`src/rtl/kpv_pkg.sv`:
```
// ----------------------------------------------------------------------------
// kpv_pkg
// Shared types, constants and helpers for the position/velocity Kalman filter.
// ----------------------------------------------------------------------------
package kpv_pkg;

   // default fraction bits of the state, gain and noise words
   localparam int FRAC_BITS_DEF = 16;
   // fraction bits of the time step, fixed
   localparam int DT_BITS = 16;
   // signed multiplier operand width
   localparam int MUL_W = 34;
   // width of the prediction accumulators
   localparam int ACC_W = 36;
   // width fed into the saturation helper
   localparam int SAT_W = 72;
   // number of multiplies in the predict and correct phases
   localparam int PRED_OPS = 7;
   localparam int CORR_OPS = 6;

   // multiply selection; the accumulate that follows uses the same tag
   typedef enum logic [3:0] {
      MUL_NONE,
      MUL_DT_DT,
      MUL_DT_X1,
      MUL_DD_A,
      MUL_DT_A,
      MUL_DT_PSUM,
      MUL_DD_P11,
      MUL_DT_P11,
      MUL_K0_E,
      MUL_K1_E,
      MUL_K0_P00,
      MUL_K0_P01,
      MUL_K1_P00,
      MUL_K1_P01
   } mul_sel_type;

   typedef enum logic [3:0] {
      ST_IDLE,
      ST_PREDICT,
      ST_PRED_DRAIN,
      ST_SATURATE,
      ST_DIV_LOAD,
      ST_DIVIDE,
      ST_GAIN,
      ST_CORRECT,
      ST_CORR_DRAIN,
      ST_FINISH
   } ctl_state_type;

   // register indexes of the configuration port
   typedef enum logic [1:0] {
      REG_PROCESS_NOISE = 2'd0,
      REG_MEASURE_NOISE = 2'd1,
      REG_INIT_POS      = 2'd2,
      REG_INIT_SPEED    = 2'd3
   } reg_index_type;

   // controller to datapath
   typedef struct packed {
      logic        load_in;
      logic        sat_pred;
      logic        div_load;
      logic        div_step;
      logic        gain_load;
      logic        out_load;
      mul_sel_type mul_op;
   } kpv_cmd_type;

   // datapath to controller
   typedef struct packed {
      logic out_free;
   } kpv_status_type;

   // clamp a wide signed value to the 32-bit signed range
   function automatic logic signed [31:0] sat32(input logic signed [SAT_W-1:0] v);
      logic signed [SAT_W-1:0] hi;
      logic signed [SAT_W-1:0] lo;
      hi = SAT_W'(32'sh7fffffff);
      lo = -SAT_W'(33'sh080000000);
      if (v > hi) begin
         return 32'sh7fffffff;
      end else if (v < lo) begin
         return 32'sh80000000;
      end
      return v[31:0];
   endfunction

endpackage

```
`src/rtl/kpv_controller.sv`:
```
// ----------------------------------------------------------------------------
// kpv_controller
// Sequencer for one filter step: predict multiplies, saturation, gain
// division, correct multiplies and result hand-off.
// ----------------------------------------------------------------------------
module kpv_controller
   import kpv_pkg::*;
#(
   parameter int FRAC_BITS = FRAC_BITS_DEF
) (
   input  logic           clock,
   input  logic           reset,
   input  logic           req_tvalid,
   output logic           req_tready,
   input  kpv_status_type status,
   output kpv_cmd_type    cmd
);

   localparam int NUM_W = 32 + FRAC_BITS;
   localparam int CNT_W = $clog2(NUM_W + 1);

   ctl_state_type state_ff, state_in;
   logic [CNT_W-1:0] cnt_ff, cnt_in;

   // hold state and step counter
   always_ff @(posedge clock) begin
      if (reset) begin
         state_ff <= ST_IDLE;
         cnt_ff   <= '0;
      end else begin
         state_ff <= state_in;
         cnt_ff   <= cnt_in;
      end
   end

   // advance through the step
   always_comb begin
      state_in   = state_ff;
      cnt_in     = cnt_ff;
      cmd        = '0;
      cmd.mul_op = MUL_NONE;
      req_tready = 1'b0;
      case (state_ff)
         ST_IDLE: begin
            req_tready = 1'b1;
            if (req_tvalid) begin
               cmd.load_in = 1'b1;
               cnt_in      = '0;
               state_in    = ST_PREDICT;
            end
         end
         ST_PREDICT: begin
            cmd.mul_op = mul_sel_type'(4'(int'(MUL_DT_DT) + int'(cnt_ff)));
            if (cnt_ff == CNT_W'(PRED_OPS - 1)) begin
               cnt_in   = '0;
               state_in = ST_PRED_DRAIN;
            end else begin
               cnt_in = cnt_ff + 1'b1;
            end
         end
         ST_PRED_DRAIN: begin
            state_in = ST_SATURATE;
         end
         ST_SATURATE: begin
            cmd.sat_pred = 1'b1;
            state_in     = ST_DIV_LOAD;
         end
         ST_DIV_LOAD: begin
            cmd.div_load = 1'b1;
            cnt_in       = '0;
            state_in     = ST_DIVIDE;
         end
         ST_DIVIDE: begin
            cmd.div_step = 1'b1;
            if (cnt_ff == CNT_W'(NUM_W - 1)) begin
               cnt_in   = '0;
               state_in = ST_GAIN;
            end else begin
               cnt_in = cnt_ff + 1'b1;
            end
         end
         ST_GAIN: begin
            cmd.gain_load = 1'b1;
            cnt_in        = '0;
            state_in      = ST_CORRECT;
         end
         ST_CORRECT: begin
            cmd.mul_op = mul_sel_type'(4'(int'(MUL_K0_E) + int'(cnt_ff)));
            if (cnt_ff == CNT_W'(CORR_OPS - 1)) begin
               cnt_in   = '0;
               state_in = ST_CORR_DRAIN;
            end else begin
               cnt_in = cnt_ff + 1'b1;
            end
         end
         ST_CORR_DRAIN: begin
            state_in = ST_FINISH;
         end
         ST_FINISH: begin
            if (status.out_free) begin
               cmd.out_load = 1'b1;
               state_in     = ST_IDLE;
            end
         end
         default: begin
            state_in = ST_IDLE;
         end
      endcase
   end

   // result loads only into a free output register
   a_out_free: assert property (@(posedge clock) disable iff (reset)
      cmd.out_load |-> status.out_free)
      else $error("result loaded over a pending word");

   // an accepted word starts the predict phase
   a_start: assert property (@(posedge clock) disable iff (reset)
      (req_tvalid && req_tready) |=> (state_ff == ST_PREDICT && cnt_ff == '0))
      else $error("accepted word did not start predict");

   // divide iterations stay within the quotient width
   a_div_cnt: assert property (@(posedge clock) disable iff (reset)
      (state_ff == ST_DIVIDE) |-> (cnt_ff < CNT_W'(NUM_W)))
      else $error("divide counter overran");

   // the gain is taken right after the last divide iteration
   a_gain: assert property (@(posedge clock) disable iff (reset)
      (state_ff == ST_GAIN) |-> ($past(state_ff) == ST_DIVIDE))
      else $error("gain loaded without a finished divide");

endmodule

```
`config.mk`:
```
export PLATFORM = sky130hd
export DESIGN_NAME = kpv_controller
export DESIGN_NICKNAME = d
export VERILOG_FILES = /design/src/rtl/kpv_pkg.sv /design/src/rtl/kpv_controller.sv
export SDC_FILE = /design/constraint.sdc
export NUM_CORES = 1
export LEC_CHECK = 0
export BUFFER_PORTS_ARGS = -buffer_cell sky130_fd_sc_hd__buf_2
export CORE_UTILIZATION = 47
export DETAILED_ROUTE_END_ITERATION = 10
export GPL_TIMING_DRIVEN = 1
export PLACE_DENSITY = 0.7
export SYNTH_ARGS = -nofsm -noshare
export SYNTH_HDL_FRONTEND = slang
export SYNTH_SLANG_ARGS = --single-unit
```
`constraint.sdc`:
```
create_clock -name clock -period 1.5 [get_ports clock]
set_input_delay 0.3 -clock clock [delete_from_list [all_inputs] [get_ports clock]]
set_output_delay 0.3 -clock clock [all_outputs]
set_load 0.005 [all_outputs]
```
==> summary.txt, run 1 <==
Status = aborted with a tool error
Stop stage = 5_1_grt
Error = [ERROR DPL-0038] Utilization greater than 100%, impossible to legalize
Longest Clk Path Bufs = 2
Total CTS buffers = 3
Placed Area = 0.001047 mm^2
Synthesized cell area = 748.2 um^2
Cell row count = 14
Distinct cell type count after synthesis = 35
Sequential fraction of the synthesis area = 26.76%
Root Buffer = clkbuf_4
Yosys Warn Count = 0
Top FF cell, synth = dfxtp_1
Post-synth EDFFs = 0
Placed Cells = 159
Maximum number of pins on one net before global-route repair = 9
Async SR Flop Fraction = 0%
Chip Height = 41.90 um
Syn_area_per_cell = 6.993 um^2
DIE WIDTH = 41.90 um
I/O Buffers = 14
Net Count, Synth = 114
H-tree depth = 1
Routability cong. = 0.8628
Starting Density = 50.25%
Clk sink count = 10
Worst EP kind = register input
Place WS = -181.4 ps
Synthesis-stage register bit count = 10
Synthesized instance count = 107
Worst Endpoint after GRT Repair = cnt_ff[5]$_SDFFE_PP0P_/D
Ports = 15
Post-DP HPWL = 1662 um
[Yosys cell counts, drive strengths merged (2+ instances only)]
library cell | instances | area (um^2)
clkbuf | 4 | 15.01
nand2b | 2 | 12.51
a21oi | 7 | 35.03
dfxtp | 10 | 200.2
a211oi | 2 | 15.01
nor2b | 2 | 12.51
a31oi | 2 | 12.51
inv | 6 | 22.52
nand2 | 11 | 41.29
nand3 | 9 | 45.04
a211o | 2 | 17.52
a21o | 2 | 15.01
nor2 | 11 | 43.80
nor3 | 7 | 35.03
buf | 3 | 17.52
nor4 | 2 | 12.51
o21ai | 8 | 40.03
ha | 3 | 37.54
[logic make-up after synthesis]
group                      after synthesis  synth area share (%)
AOI/OAI and AO/OA                       28                 24.58
xor gates and xnor gates                 1                 1.171
adders and majority gates                3                 5.017
buffers and inverters                   13                 7.357
DFF                                     10                 26.76
and+or+nand+nor                         52                 35.12
[repair_timing]
action	CTS
setup endpoints to repair	20
gates cloned	0
gates resized for setup	41
buffers inserted	11
hold buffers	0
endpoints found under the hold margin	0
pin swaps	11
[metrics by stage]
stage                     hold slack [ps]  util, %  TNS [ps]
after CTS                           232.2    87.14     -1327
after detailed placement            522.6    70.34    -762.9
after global placement              513.8    70.34    -580.1
after floorplan                     469.9        -    -390.0
==> run 2, diff against run 1 <==
--- a/config.mk
+++ b/config.mk
@@ -6,10 +6,11 @@
 export NUM_CORES = 1
 export LEC_CHECK = 0
 export BUFFER_PORTS_ARGS = -buffer_cell sky130_fd_sc_hd__buf_2
-export CORE_UTILIZATION = 47
+export CORE_AREA = 2 2 63 65
 export DETAILED_ROUTE_END_ITERATION = 10
+export DIE_AREA = 0 0 65 67
 export GPL_TIMING_DRIVEN = 1
-export PLACE_DENSITY = 0.7
+export PLACE_DENSITY_LB_ADDON = 0.15
 export SYNTH_ARGS = -nofsm -noshare
 export SYNTH_HDL_FRONTEND = slang
 export SYNTH_SLANG_ARGS = --single-unit
==> constraint.sdc (replaced) <==
create_clock -name clock -period 1.95 [get_ports clock]
set_input_delay 0.39 -clock clock [delete_from_list [all_inputs] [get_ports clock]]
set_output_delay 0.39 -clock clock [all_outputs]
set_load 0.005 [all_outputs]
==> run 2 against run 1 <==
Effect of this change:
- the flow now finishes without violations
- area after synthesis stayed put
- synthesized cell count stayed put
==> summary.txt, run 2 <==
Tmin final = 1822 ps
CP endpoint kind = output port
Top FF cell, synth = dfxtp_1
Net Count, Synth = 114 (unchanged)
Sequential fraction of the synthesis area = 26.76% (unchanged)
Peak VDD IR = 0.0001409 V
Reg area = 203.9 um^2
Drt pass-1 iters = 4
Vias in the first global route = 750
Most flops, register = cnt_ff
Worst Skew = 2.176 ps
Number of diodes = 0
Root Buffer = clkbuf_8
Power Dens Cells = 547.9 mW/mm^2
Dominant cells by area after synthesis = dfxtp_1, nand3_1, nand2_1
Clock-pin slew on the worst setup and hold paths = 50 ps
Setup Viol. Count Final = 0
Largest regs = cnt_ff (6), state_ff (4)
Total congestion overflow = 0
Starting Density = 20.75% (-30 points)
Wire per inst = 11.71 um
Setup repair bufs after CTS = 0 (-11)
Worst Path Required = 1560 ps
Via density = 4.541
Synthesis-stage register bit count = 10 (unchanged)
Worst Hold Class = in2reg
Max FO, Critical Path = 10
RSZ-0062 raised after global routing = false
Synthesized cell area = 748.2 um^2 (unchanged)
Hold violation count in the final report = 0
First-pass GRT wire length = 3394 um
Post-synth EDFFs = 0 (unchanged)
Yosys Warn Count = 0 (unchanged)
Async SR Flop Fraction = 0% (unchanged)
Fin crit share = 93.42%
Clock Latency Late Sink = 230 ps
Layout cells sized above 1 = 22.13%
TNS Setup = 0 ps
Post-DP HPWL = 1540 um (-7.3%)
Most frequent cells in the layout = buf_2, nand2_1, nor2_1
Worst R2R Start = cnt_ff[5]
Routability cong. = 0.7621 (-12%)
DR vias = 772
H-tree depth = 1 (unchanged)
Most frequent cell after synthesis = nand2_1
DRT antenna net count = 0
Syn_area_per_cell = 6.993 um^2 (unchanged)
Worst Max-Slew Pin Slew = 423.5 ps
Cell row count = 22 (+8)
Longest Clk Path Bufs = 2 (unchanged)
Layout area overhead = 24.08%
Arr. time, crit path = 1430 ps
Static Leak = 0.3637 nW
Synthesized instance count = 107 (unchanged)
CTS tree = yes
1st-iter DRT viols = 68
F_max = 548.9 MHz
Post-synth top cells = nand2_1, dfxtp_1, nor2_1, nand3_1
Final nets = 131
Largest register FFs = 6
Total CTS buffers = 3 (unchanged)
Layout Cells excl Fill = 170
Slew HR = 71.66%
Area of the multi-input gates = 493.0 um^2
Ports = 15 (unchanged)
Remaining DRCs = 0
I/O Buffers = 14 (unchanged)
Synth top area share = 26.76% (unchanged)
Drt total wl = 1990 um
Chip Height = 67 um (+60%)
Filler cell count = 407
Total GRT Usage = 10.31%
Synth area leader = dfxtp_1
Distinct cell type count after synthesis = 35 (unchanged)
Die footprint = 0.004355 mm^2
Most common cell after layout, fill and taps aside = buf_2
Maximum number of pins on one net before global-route repair = 12
Initial antenna violation count = 0
Hold_sp = reset
Placed Cells = 167 (+5.0%)
Core region area = 0.003606 mm^2
Critical path startpoint category = flip-flop
Worst setup path category = reg2out
Worst Setup SP = state_ff[1]
Status = finished, final reports clean
Slew Viols, Final = 0
Core Util, Final = 25.75%
Max_cap viols = 0
DIE WIDTH = 65 um (+55%)
Clk sink count = 10 (unchanged)
[run 2: cell counts after synthesis]
Identical to the previous run, type by type.
[run 2: repair_timing]
item / CTS / global route
hold buffers: 0 / 0
gates resized for setup: 1 / 1
pin swaps: 0 / 0
endpoints found under the setup margin: 1 / 1
gates cloned: 0 / 0
[run 2: cells by family after synthesis]
group	after synthesis	synth area share [%]
simple gates	52	35.12
flops	10	26.76
fa+ha+maj	3	5.017
buf+inv	13	7.357
compound gates	28	24.58
xor+xnor	1	1.171
[run 2: through the flow]
step                hold WS [ps]  cell area, um^2  setup WS [ps]  total power, mW
finish                     431.3            928.4          128.3           0.5087
floorplan                  500.1            748.2          248.9           0.2726
global route               459.9            928.4          6.891           0.5383
global placement           540.8            883.3          188.6           0.2981
detailed placement         562.1            883.3          131.0           0.2978
CTS                        431.6            925.9          93.82           0.5166
[run 2: per-layer routing]
metal	vias up	global-route usage (%)	wire (um)
li1	412	-	-
met1	338	12.15	969
met2	17	17.01	867
met3	5	2.703	104
met4	0	5.585	50
met5	-	0	0
[run 2: layout make-up]
type                            instances  share of cell area [%]
Inverter                                6                   2.426
Clock buffer                            3                   4.447
Timing Repair Buffer                   19                   11.59
Tap cell                               48                   6.469
Multi-Input combinational cell         84                   53.10
Sequential cell                        10                   21.97
[run 2: worst paths after layout]
path / to / slack, ps / depth (start not counted)
min reg2reg: cnt_ff[0] / 510 / 1
max reg2reg: cnt_ff[5] / 140 / 5
max: cmd[9] / 130 / 4
min: state_ff[3] / 430 / 2
[run 2: critical path, cell delays in order (launching register included)]
cell	delay (ps)
dfxtp_1	400
buf_4	210
nor4_1	310
and2_1	170
buf_2	100
[run 2: power breakdown]
group          total, mW  internal [mW]  switching, mW
logic             0.0670         0.0306         0.0364
registers          0.227          0.212         0.0147
clock network      0.215          0.135         0.0797
total              0.509          0.378          0.131
(Power assumes the default switching activity.)
